==> config.mk <==
export PLATFORM = sky130hd
export DESIGN_NAME = pixel_dark_bias_flat_calibrate
export DESIGN_NICKNAME = d
export VERILOG_FILES = /design/src/rtl/pdbfc_pkg.sv /design/src/rtl/pixel_dark_bias_flat_calibrate.sv /design/src/rtl/pdbfc_front.sv /design/src/rtl/pdbfc_queue.sv /design/src/rtl/pdbfc_back.sv
export SDC_FILE = /design/constraint.sdc
export NUM_CORES = 2
export LEC_CHECK = 0
export ABC_CLOCK_PERIOD_IN_PS = 6600
export BUFFER_PORTS_ARGS = -buffer_cell sky130_fd_sc_hd__clkbuf_2
export CORE_ASPECT_RATIO = 1.5
export CORE_UTILIZATION = 62
export CTS_CLUSTER_SIZE = 30
export DETAILED_ROUTE_END_ITERATION = 8
export PLACE_DENSITY = 0.83
export RECOVER_POWER = 100
export SETUP_SLACK_MARGIN = 0.05
export SYNTH_ARGS = -nofsm -noshare
export SYNTH_HDL_FRONTEND = slang
export SYNTH_SLANG_ARGS = --single-unit
export TNS_END_PERCENT = 100
==> constraint.sdc <==
create_clock -name clock -period 6.6 [get_ports clock]
set_input_delay 0.99 -clock clock [delete_from_list [all_inputs] [get_ports clock]]
set_output_delay 0.99 -clock clock [all_outputs]
set_load 0.005 [all_outputs]
==> src/rtl/pdbfc_pkg.sv <==
package pdbfc_pkg;

   localparam int PIXEL_BITS_DEFAULT = 16;
   localparam int FRAC_BITS_DEFAULT = 8;
   localparam int FIELD_BITS = 16;
   localparam int MEAN_BITS = 16;
   localparam int CSR_DATA_BITS = 16;
   localparam int OUT_BITS = 32;
   localparam int QUEUE_DEPTH = 2;

   typedef enum logic [1:0] {
      CSR_DARK_ENABLE,
      CSR_BIAS_ENABLE,
      CSR_FLAT_ENABLE,
      CSR_FLAT_MEAN
   } csr_index_type;

   typedef struct packed {
      logic [FIELD_BITS-1:0] light_value;
      logic [FIELD_BITS-1:0] dark_value;
      logic [FIELD_BITS-1:0] bias_value;
      logic [FIELD_BITS-1:0] flat_value;
   } req_type;

   typedef struct packed {
      logic signed [OUT_BITS-1:0] calibrated_value;
      logic flat_zero;
      logic saturated;
   } rsp_type;

   // per-item classification handed from front to back
   typedef struct packed {
      logic neg;
      logic flat_zero;
   } item_flags_type;

endpackage

==> src/rtl/pixel_dark_bias_flat_calibrate.sv <==
// Dark, bias and flat-field correction of one pixel per clock. A pixel set is
// taken at each clock edge with start high and busy low; busy stays low in
// normal use, so a new pixel may be issued every cycle. Each result appears
// on rsp_payload for exactly one cycle with rsp_valid high, in issue order.
// Each pixel passes the classify stage, the queue read, the multiply and the
// pipelined restoring divider, which resolves one quotient bit per stage
// over the full numerator width, then rounding and saturation. The receiver
// cannot hold results off, so it must take every strobed result. The user
// must see that configuration is written through the csr port only while
// no pixel is in flight; the block does not enforce this. flat_mean of zero
// acts as one.
module pixel_dark_bias_flat_calibrate #(
   parameter int PIXEL_BITS = pdbfc_pkg::PIXEL_BITS_DEFAULT,
   parameter int FRAC_BITS = pdbfc_pkg::FRAC_BITS_DEFAULT
) (
   input  logic clock,
   input  logic reset,
   input  logic start,
   output logic busy,
   input  pdbfc_pkg::req_type req_payload,
   output logic rsp_valid,
   output pdbfc_pkg::rsp_type rsp_payload,
   input  logic csr_write_enable,
   input  pdbfc_pkg::csr_index_type csr_index,
   input  logic [pdbfc_pkg::CSR_DATA_BITS-1:0] csr_wdata
);
   import pdbfc_pkg::*;

   localparam int MAG_W = PIXEL_BITS + 1;
   localparam int FLAGS_W = $bits(item_flags_type);
   localparam int ENTRY_W = FLAGS_W + MAG_W + MEAN_BITS + PIXEL_BITS;

   logic front_valid;
   item_flags_type front_flags, back_flags;
   logic [MAG_W-1:0] front_mag, back_mag;
   logic [MEAN_BITS-1:0] front_mean, back_mean;
   logic [PIXEL_BITS-1:0] front_den, back_den;
   logic [ENTRY_W-1:0] push_data, pop_data;
   logic queue_full;
   logic back_valid;

   pdbfc_front #(
      .PIXEL_BITS(PIXEL_BITS)
   ) u_front (
      .clock(clock),
      .reset(reset),
      .start(start),
      .req_payload(req_payload),
      .csr_write_enable(csr_write_enable),
      .csr_index(csr_index),
      .csr_wdata(csr_wdata),
      .busy(busy),
      .out_valid(front_valid),
      .out_flags(front_flags),
      .out_mag(front_mag),
      .out_mean(front_mean),
      .out_den(front_den)
   );

   assign push_data = {front_flags, front_mag, front_mean, front_den};

   pdbfc_queue #(
      .WIDTH(ENTRY_W),
      .DEPTH(QUEUE_DEPTH)
   ) u_queue (
      .clock(clock),
      .reset(reset),
      .push_valid(front_valid),
      .push_data(push_data),
      .full(queue_full),
      .pop_valid(back_valid),
      .pop_data(pop_data)
   );

   assign {back_flags, back_mag, back_mean, back_den} = pop_data;

   pdbfc_back #(
      .PIXEL_BITS(PIXEL_BITS),
      .FRAC_BITS(FRAC_BITS)
   ) u_back (
      .clock(clock),
      .reset(reset),
      .in_valid(back_valid),
      .in_flags(back_flags),
      .in_mag(back_mag),
      .in_mean(back_mean),
      .in_den(back_den),
      .rsp_valid(rsp_valid),
      .rsp_payload(rsp_payload)
   );

   assign busy = queue_full;

endmodule

==> src/rtl/pdbfc_front.sv <==
module pdbfc_front #(
   parameter int PIXEL_BITS = 16
) (
   input  logic clock,
   input  logic reset,
   input  logic start,
   input  pdbfc_pkg::req_type req_payload,
   input  logic csr_write_enable,
   input  pdbfc_pkg::csr_index_type csr_index,
   input  logic [pdbfc_pkg::CSR_DATA_BITS-1:0] csr_wdata,
   input  logic busy,
   output logic out_valid,
   output pdbfc_pkg::item_flags_type out_flags,
   output logic [PIXEL_BITS:0] out_mag,
   output logic [pdbfc_pkg::MEAN_BITS-1:0] out_mean,
   output logic [PIXEL_BITS-1:0] out_den
);
   import pdbfc_pkg::*;

   localparam int DIFF_W = PIXEL_BITS + 2;
   localparam int MAG_W = PIXEL_BITS + 1;

   logic dark_enable_ff, dark_enable_in;
   logic bias_enable_ff, bias_enable_in;
   logic flat_enable_ff, flat_enable_in;
   logic [MEAN_BITS-1:0] flat_mean_ff, flat_mean_in;

   logic valid_ff, valid_in;
   item_flags_type flags_ff, flags_in;
   logic [MAG_W-1:0] mag_ff, mag_in;
   logic [MEAN_BITS-1:0] mean_ff, mean_in;
   logic [PIXEL_BITS-1:0] den_ff, den_in;

   logic [31:0] light_w, dark_w, bias_w, flat_w;
   logic [PIXEL_BITS-1:0] light_pix, dark_pix, bias_pix, flat_pix;
   logic [DIFF_W-1:0] diff, diff_neg;

   always_comb begin
      dark_enable_in = dark_enable_ff;
      bias_enable_in = bias_enable_ff;
      flat_enable_in = flat_enable_ff;
      flat_mean_in = flat_mean_ff;
      if (csr_write_enable) begin
         unique case (csr_index)
            CSR_DARK_ENABLE: dark_enable_in = csr_wdata[0];
            CSR_BIAS_ENABLE: bias_enable_in = csr_wdata[0];
            CSR_FLAT_ENABLE: flat_enable_in = csr_wdata[0];
            CSR_FLAT_MEAN:   flat_mean_in = csr_wdata[MEAN_BITS-1:0];
            default: ;
         endcase
      end
   end

   // low pixel bits of each field, zero extended when pixels are wider
   assign light_w = 32'(req_payload.light_value);
   assign dark_w = 32'(req_payload.dark_value);
   assign bias_w = 32'(req_payload.bias_value);
   assign flat_w = 32'(req_payload.flat_value);
   assign light_pix = light_w[PIXEL_BITS-1:0];
   assign dark_pix = dark_w[PIXEL_BITS-1:0];
   assign bias_pix = bias_w[PIXEL_BITS-1:0];
   assign flat_pix = flat_w[PIXEL_BITS-1:0];

   always_comb begin
      diff = {2'b00, light_pix}
           - (dark_enable_ff ? {2'b00, dark_pix} : '0)
           - (bias_enable_ff ? {2'b00, bias_pix} : '0);
      diff_neg = ~diff + DIFF_W'(1);
      flags_in.neg = diff[DIFF_W-1];
      flags_in.flat_zero = flat_enable_ff && (flat_pix == '0);
      mag_in = flags_in.neg ? diff_neg[MAG_W-1:0] : diff[MAG_W-1:0];
      // flat off or zero flat: divide by one so the back path is uniform
      if (flat_enable_ff && !flags_in.flat_zero) begin
         den_in = flat_pix;
         mean_in = (flat_mean_ff == '0) ? MEAN_BITS'(1) : flat_mean_ff;
      end else begin
         den_in = PIXEL_BITS'(1);
         mean_in = MEAN_BITS'(1);
      end
      valid_in = start && !busy;
   end

   always_ff @(posedge clock) begin
      if (reset) begin
         dark_enable_ff <= 1'b0;
         bias_enable_ff <= 1'b0;
         flat_enable_ff <= 1'b0;
         flat_mean_ff <= MEAN_BITS'(1);
         valid_ff <= 1'b0;
      end else begin
         dark_enable_ff <= dark_enable_in;
         bias_enable_ff <= bias_enable_in;
         flat_enable_ff <= flat_enable_in;
         flat_mean_ff <= flat_mean_in;
         valid_ff <= valid_in;
      end
   end

   always_ff @(posedge clock) begin
      flags_ff <= flags_in;
      mag_ff <= mag_in;
      mean_ff <= mean_in;
      den_ff <= den_in;
   end

   assign out_valid = valid_ff;
   assign out_flags = flags_ff;
   assign out_mag = mag_ff;
   assign out_mean = mean_ff;
   assign out_den = den_ff;

endmodule

==> src/rtl/pdbfc_queue.sv <==
module pdbfc_queue #(
   parameter int WIDTH = 8,
   parameter int DEPTH = 2
) (
   input  logic clock,
   input  logic reset,
   input  logic push_valid,
   input  logic [WIDTH-1:0] push_data,
   output logic full,
   output logic pop_valid,
   output logic [WIDTH-1:0] pop_data
);
   import pdbfc_pkg::*;

   localparam int PTR_W = (DEPTH > 1) ? $clog2(DEPTH) : 1;
   localparam int CNT_W = $clog2(DEPTH + 1);

   logic [WIDTH-1:0] mem [DEPTH];
   logic [PTR_W-1:0] wr_ptr_ff, wr_ptr_in;
   logic [PTR_W-1:0] rd_ptr_ff, rd_ptr_in;
   logic [CNT_W-1:0] count_ff, count_in;
   logic pop_valid_ff;
   logic [WIDTH-1:0] pop_data_ff;
   logic pop;

   // the back end never stalls, so any stored item leaves at once
   assign pop = (count_ff != '0);

   always_comb begin
      wr_ptr_in = wr_ptr_ff;
      rd_ptr_in = rd_ptr_ff;
      if (push_valid) begin
         wr_ptr_in = (wr_ptr_ff == PTR_W'(DEPTH - 1)) ? '0 : wr_ptr_ff + PTR_W'(1);
      end
      if (pop) begin
         rd_ptr_in = (rd_ptr_ff == PTR_W'(DEPTH - 1)) ? '0 : rd_ptr_ff + PTR_W'(1);
      end
      count_in = count_ff + CNT_W'(push_valid) - CNT_W'(pop);
   end

   always_ff @(posedge clock) begin
      if (reset) begin
         wr_ptr_ff <= '0;
         rd_ptr_ff <= '0;
         count_ff <= '0;
         pop_valid_ff <= 1'b0;
      end else begin
         wr_ptr_ff <= wr_ptr_in;
         rd_ptr_ff <= rd_ptr_in;
         count_ff <= count_in;
         pop_valid_ff <= pop;
      end
   end

   always_ff @(posedge clock) begin
      if (push_valid) begin
         mem[wr_ptr_ff] <= push_data;
      end
      pop_data_ff <= mem[rd_ptr_ff];
   end

   assign full = (count_ff == CNT_W'(DEPTH));
   assign pop_valid = pop_valid_ff;
   assign pop_data = pop_data_ff;

endmodule

==> src/rtl/pdbfc_back.sv <==
module pdbfc_back #(
   parameter int PIXEL_BITS = 16,
   parameter int FRAC_BITS = 8
) (
   input  logic clock,
   input  logic reset,
   input  logic in_valid,
   input  pdbfc_pkg::item_flags_type in_flags,
   input  logic [PIXEL_BITS:0] in_mag,
   input  logic [pdbfc_pkg::MEAN_BITS-1:0] in_mean,
   input  logic [PIXEL_BITS-1:0] in_den,
   output logic rsp_valid,
   output pdbfc_pkg::rsp_type rsp_payload
);
   import pdbfc_pkg::*;

   localparam int P = PIXEL_BITS;
   localparam int MAG_W = PIXEL_BITS + 1;
   localparam int PROD_W = MAG_W + MEAN_BITS;
   localparam int NUM_W = PROD_W + FRAC_BITS;
   localparam int QW = (NUM_W + 1 > OUT_BITS + 1) ? NUM_W + 1 : OUT_BITS + 1;
   localparam logic [QW-1:0] POS_LIMIT = QW'(64'd2147483647);
   localparam logic [QW-1:0] NEG_LIMIT = QW'(64'd2147483648);

   // stage 0 is the product, stages 1..NUM_W one quotient bit each
   logic [NUM_W:0] valid_ff;
   logic [NUM_W-1:0] nq_ff [NUM_W+1];
   logic [P-1:0] rem_ff [NUM_W+1];
   logic [P-1:0] den_ff [NUM_W+1];
   item_flags_type flags_ff [NUM_W+1];

   logic [PROD_W-1:0] prod_in;

   logic round_valid_ff;
   logic [QW-1:0] q_ff, q_in;
   item_flags_type round_flags_ff;
   logic round_up;

   logic rsp_valid_ff;
   rsp_type rsp_ff, rsp_in;

   assign prod_in = in_mag * in_mean;

   always_ff @(posedge clock) begin
      nq_ff[0] <= NUM_W'(prod_in) << FRAC_BITS;
      rem_ff[0] <= '0;
      den_ff[0] <= in_den;
      flags_ff[0] <= in_flags;
   end

   for (genvar s = 1; s <= NUM_W; s++) begin : g_div
      logic [P:0] trial;
      logic take;
      logic [P:0] rem_sub;

      always_comb begin
         trial = {rem_ff[s-1], nq_ff[s-1][NUM_W-1]};
         take = (trial >= {1'b0, den_ff[s-1]});
         rem_sub = trial - {1'b0, den_ff[s-1]};
      end

      always_ff @(posedge clock) begin
         rem_ff[s] <= take ? rem_sub[P-1:0] : trial[P-1:0];
         nq_ff[s] <= {nq_ff[s-1][NUM_W-2:0], take};
         den_ff[s] <= den_ff[s-1];
         flags_ff[s] <= flags_ff[s-1];
      end
   end

   // round half away from zero on the magnitude
   assign round_up = ({rem_ff[NUM_W], 1'b0} >= {1'b0, den_ff[NUM_W]});
   assign q_in = QW'(nq_ff[NUM_W]) + QW'(round_up);

   always_ff @(posedge clock) begin
      q_ff <= q_in;
      round_flags_ff <= flags_ff[NUM_W];
   end

   always_comb begin
      rsp_in.flat_zero = round_flags_ff.flat_zero;
      rsp_in.saturated = 1'b0;
      rsp_in.calibrated_value = '0;
      if (!round_flags_ff.flat_zero) begin
         if (round_flags_ff.neg) begin
            if (q_ff > NEG_LIMIT) begin
               rsp_in.saturated = 1'b1;
               rsp_in.calibrated_value = NEG_LIMIT[OUT_BITS-1:0];
            end else begin
               rsp_in.calibrated_value = OUT_BITS'(0) - q_ff[OUT_BITS-1:0];
            end
         end else begin
            if (q_ff > POS_LIMIT) begin
               rsp_in.saturated = 1'b1;
               rsp_in.calibrated_value = POS_LIMIT[OUT_BITS-1:0];
            end else begin
               rsp_in.calibrated_value = q_ff[OUT_BITS-1:0];
            end
         end
      end
   end

   always_ff @(posedge clock) begin
      rsp_ff <= rsp_in;
   end

   always_ff @(posedge clock) begin
      if (reset) begin
         valid_ff <= '0;
         round_valid_ff <= 1'b0;
         rsp_valid_ff <= 1'b0;
      end else begin
         valid_ff <= {valid_ff[NUM_W-1:0], in_valid};
         round_valid_ff <= valid_ff[NUM_W];
         rsp_valid_ff <= round_valid_ff;
      end
   end

   assign rsp_valid = rsp_valid_ff;
   assign rsp_payload = rsp_ff;

endmodule

Word level (Yosys, flattened, before mapping). Memory sizes are Yosys's and may differ from the RTL's. A register that Yosys moved wholly into a read port is not among the register bits. Index checks and enable logic that the tools add are counted.

Bits in read-only memories: 0. RAM bits: 3252. Memories: 5. Register bits after elaboration: 196. Bits of input ports: 86. Output and inout port bits: 36. Word-level logic and storage cells: 195. Bits in latches: 0.

Bitwise operators: 2. Shift operators: 0. Muxes and demuxes: 54. Reduce and logical (&&, ||, !) cells: 14. Divide/modulo/power cells: 0. Add/sub/neg operators: 50. Magnitude comparators: 44. Multipliers: 1. Eq/ne operators: 4.

Memories: u_back.nq_ff (depth 42, width 41, rd ports 42, clocked after Yosys merged registers in 0, wr ports 42, line pdbfc_back.sv:27) `logic [NUM_W-1:0] nq_ff [NUM_W+1];`; u_back.den_ff (depth 42, width 16, rd ports 42, clocked after Yosys merged registers in 0, wr ports 42, line pdbfc_back.sv:29) `logic [P-1:0] den_ff [NUM_W+1];`; u_back.rem_ff (depth 42, width 16, rd ports 42, clocked after Yosys merged registers in 0, wr ports 42, line pdbfc_back.sv:28) `logic [P-1:0] rem_ff [NUM_W+1];`; u_queue.mem (depth 2, width 51, rd ports 1, clocked after Yosys merged registers in 1, wr ports 1, line pdbfc_queue.sv:18) `logic [WIDTH-1:0] mem [DEPTH];`; u_back.flags_ff (depth 42, width 2, rd ports 42, clocked after Yosys merged registers in 1, wr ports 42, line pdbfc_back.sv:30) `item_flags_type flags_ff [NUM_W+1];`.

Operators with widths (number): $ge A17 B16 Y1 (42); $mux W16 (43); $sub A16 B16 Y16 (41); $mux W32 (3); $add A41 B1 Y42 (1); $gt A42 B31 Y1 const B (1); $gt A42 B32 Y1 const B (1); $mul A17 B16 Y33 (1); $logic_not A16 Y1 (2); $sub A1 B32 Y32 const A (1); $sub A16 B18 Y18 (1); $sub A18 B16 Y18 (1); $add A17 B1 Y17 const B (1); $mux W17 (1); $not A17 Y17 (1); $reduce_and A2 Y1 (4); $mux W1 (7); $eq A2 B2 Y1 const B (3); $logic_and A1 B1 Y1 (3); $add A1 B1 Y1 const B (2); $add A2 B1 Y2 (1); $eq A2 B1 Y1 const B (1); $logic_not A1 Y1 (2); $logic_not A2 Y1 (1); other kinds (4) (4).

Depth between registers and ports, before layout.
Depth in word-level cells: 6. Depth in mapped cells: 24. Mapped depth without buffers: 23.

By module. Synthesis repeated with hierarchy kept, for this count alone.

Cells, all modules: 10684. Area, all modules: 118865.3 µm².

Modules (own cells, without submodules): pdbfc_back (times used 1, area each 109543.8 µm², cells each 9949, sequential area each 59176.8 µm²); pdbfc_queue (times used 1, area each 5158.7 µm², cells each 231, sequential area each 4184.0 µm²); pdbfc_front (times used 1, area each 4162.7 µm², cells each 504, sequential area each 1421.4 µm²).

Worst setup path after synthesis. Ideal clock, no wire load.

Kind: flip-flop to flip-flop. Start point: register u_queue.pop_data_ff[37] (netlist: u_queue.pop_data[37]), read port of u_queue.mem. End point: memory u_back.nq_ff[0][36] in the netlist's numbering. Path slack: 0.608 ns. Stages on the path, launching flop included: 23. Buffers on the path: 1. Library setup time: 0.124 ns. Clock period less this slack: 5.992 ns. Arrival: 5.868 ns. Required time: 6.476 ns. Path through: dfxtp_1 -> clkbuf_1 -> and2_1 -> fa_1 -> inv_1 -> fa_1 -> fa_1 -> fa_1 -> inv_1 -> fa_1 -> inv_1 -> fa_1 -> inv_1 -> ha_1 -> a21o_1 -> a21oi_1 -> nor2b_1 -> or4_1 -> a31oi_1 -> o311ai_0 -> a31o_2 -> a21oi_1 -> xnor2_1.

RTL lines: from (decl) (line pdbfc_queue.sv:23) `logic [WIDTH-1:0] pop_data_ff;`; to (decl) (line pdbfc_back.sv:27).

==> flow_summary.json <==
{
  "netlist.area_leader.share": 0.531,
  "route.detailed.drc": 44,
  "start_util": 0.624,
  "hold_buffers": 0,
  "postSynth.asyncResetShare": 0,
  "htreeDepth": 5,
  "critPathRequiredTime_ns": 7.35,
  "drv_cap": 19,
  "drtIter0Drc": 3942,
  "clkLatencyLatePin_ns": 0.87,
  "postCtsSetupBuffers": 0,
  "arrival_ns": 7.12,
  "drtPass1Iterations": 7,
  "gp_congestion": 0.959,
  "fill_cells": 13000,
  "area_growth_pct": 11.3,
  "post-dp-hpwl_mm": 184,
  "fin_crit_sh": 0.965,
  "cts_tree": "yes",
  "grt_max_degree": 70,
  "setup_viol": 0,
  "synth.ff_latch_count": 3185,
  "grt_setup_unrepaired": "no",
  "drtAntennaViolNets": 0,
  "synth.most_common_cell": "dfxtp_1",
  "dieArea_um2": 189000,
  "synth_top_cells_by_count": "dfxtp_1 (3,083), inv_1 (1,230), ha_1 (785), a21oi_1 (612), nor2_1 (587)",
  "yosys.cell_types.count": 75,
  "port-buffer-count": 121,
  "clk_root_buffer_cell": "clkbuf_16",
  "drt-wirelength-per-cell_um": 18.3,
  "path_max_fanout": 5,
  "grt.total_usage": 0.262,
  "clockBufferDepth": 4,
  "yosys.area.top_type": "dfxtp_1",
  "first_global_vias": 79200,
  "ff2ff_path_depth": 23,
  "drive_gt1_frac": 0.0834,
  "grt_pass1_wl_mm": 397,
  "core_um2": 186000,
  "antenna_found_initial": 4,
  "syn_nets": 11800,
  "tns_ns": 0,
  "routed_wl_mm": 250,
  "numCtsBuffers": 282,
  "die_w_um": 356,
  "yosysWarnings": 0,
  "fp-row-count": 194,
  "nets": 12100,
  "slew_headroom": -1.19,
  "drv_slew": 601,
  "grt_overflow": 0,
  "synth_ff_type": "dfxtp_1",
  "cp-start-kind": "flip-flop",
  "hold_viol_final": 0,
  "failed_checks": "design-rule violations, max-capacitance violations, max-slew violations",
  "worst_pin_slew_ns": 3.26,
  "cts.sink_count": 3185,
  "cts_resized": 0,
  "synth_area_per_cell_um2": 10.9,
  "fmax_ghz": 0.157,
  "vias_per_cell": 5.45,
  "synth-edff-count": 102,
  "die_y_um": 532,
  "final.setup_skew_ns": 0.0591,
  "vias": 74500,
  "status": "complete, but fails checks",
  "syn-cell-area_um2": 116000,
  "period_needed_ns": 6.37,
  "crit_type": "flip-flop to flip-flop",
  "ios": 122,
  "min_path_type": "flip-flop to flip-flop",
  "synth.area.top_cells": "dfxtp_1 (53%), ha_1 (8.4%), fa_1 (4.5%)",
  "seq_area_frac_synth": 0.557,
  "cts.clk_slew.worst_paths_ns": 0.07,
  "whs_path_depth": 0,
  "end_kind": "flip-flop",
  "syn_inst": 10700
}
metal layers:
metal	track usage	wire length, µm
met1	0.235	83600
met4	0.168	17100
met2	0.531	142000
met3	0.0334	7660
met5	0	0
area by class of cell:
type,instances,area (µm²),area share
flip-flops and latches,3185,64800,0.501
multi-input cells,6093,46200,0.357
clock buffers,377,7990,0.0618
inverters,1232,4620,0.0357
well taps,2450,3070,0.0237
clock inverters,122,1560,0.0120
repair buffers,209,1220,0.00940
diodes,7,17.5,0.000135
per-stage QoR:
| stage | util | setup slack, ns | cells | area (µm²) | hold WS [ns] |
|---|---|---|---|---|---|
| after CTS | 0.696 | 0.146 | 13700 | 130000 | 0.287 |
| after floorplan | - | 0.608 | 10700 | 116000 | 0.310 |
| after global placement | 0.645 | 0.158 | 13200 | 120000 | 0.310 |
| after global routing | 0.695 | 0.0345 | 13700 | 129000 | 0.295 |
| final | 0.695 | 0.234 | 13700 | 129000 | 0.285 |
| after detailed placement | 0.645 | 0.225 | 13200 | 120000 | 0.312 |
layout by cell type (no fill, tap or decap), types with 62 or more instances in the layout:
cell type  synthesis  layout
mux2_2           280     212
nor4_1            81      81
mux2_1             0      68
clkbuf_1         165      88
a21boi_0         116     116
inv_1           1230    1230
nor3_1           190     190
dfxtp_1         3083    3080
nand2b_1          89      90
nor2b_1          186     186
nand2_1          578     578
a21oi_1          612     611
a21o_1           176     176
and2_1           182     151
xnor2_1          337     337
and3_1            73      73
xor2_1           184     184
edfxtp_1         102     102
nand4_1          105     105
nor2_1           587     587
clkbuf_2           0      98
fa_1             264     264
clkbuf_16          0     289
buf_4              0      63
ha_1             785     785
o21a_1            62      62
a211oi_1          77      78
or3_1             78      78
o21ai_0          432     453
nand3_1          120     120
registers in the layout, summed over array words and instances, names as in the netlist, 2 cells and up:
name and count:
u_back.den_ff 672, u_queue.pop_data 51, u_back.valid_ff 42, u_front.out_flags 2
u_back.rem_ff 656, u_back.nq_ff 1422, u_front.out_mag 17, u_back.flags_ff 84
u_queue.count_ff 2, u_back.rsp_payload 34, u_back.round_flags_ff 2, u_front.flat_mean_ff 16
u_front.out_den 16, u_queue.mem 102, u_front.out_mean 16, u_back.q_ff 42
worst max-delay path, cell delays in order, from the launching register on:
cell and delay, ns:
dfxtp_1 0.35, and2_0 0.20, fa_1 0.53, inv_1 0.06, fa_1 0.56, fa_1 0.43
fa_1 0.49, inv_1 0.06, fa_1 0.53, inv_1 0.05, fa_1 0.53, inv_1 0.04
ha_1 0.30, a21o_1 0.16, a21oi_1 0.16, nor2b_1 0.07, or4_1 0.45, o22ai_1 0.21
buf_4 0.19, o311ai_0 0.13, clkbuf_1 0.18, a31o_2 0.25, a21oi_1 0.20, xnor2_1 0.15
final timing paths:
kind | from | end | slack (ns)
setup reg to reg | u_queue.pop_data[22] | u_back.nq_ff[0][36] | 0.23
hold reg to reg | u_back.nq_ff[7][80] | u_back.nq_ff[8][40] | 0.29
setup / recovery | u_queue.pop_data[22] | u_back.nq_ff[0][36] | 0.23
hold / removal | u_back.nq_ff[7][80] | u_back.nq_ff[8][40] | 0.29
cell families after synthesis:
logic type,count (synthesis),share of synthesized area
AOI/OAI and AO/OA,1837,0.0979
xor gates and xnor gates,521,0.0392
adders and majority gates,1049,0.130
buffers and inverters,1407,0.0456
DFF,3185,0.557
muxes,319,0.0305
and+or+nand+nor,2367,0.0997
Power is left out: the tool's default activity adds up to more than one toggle a clock period on the data nets, which glitch-free logic cannot reach.
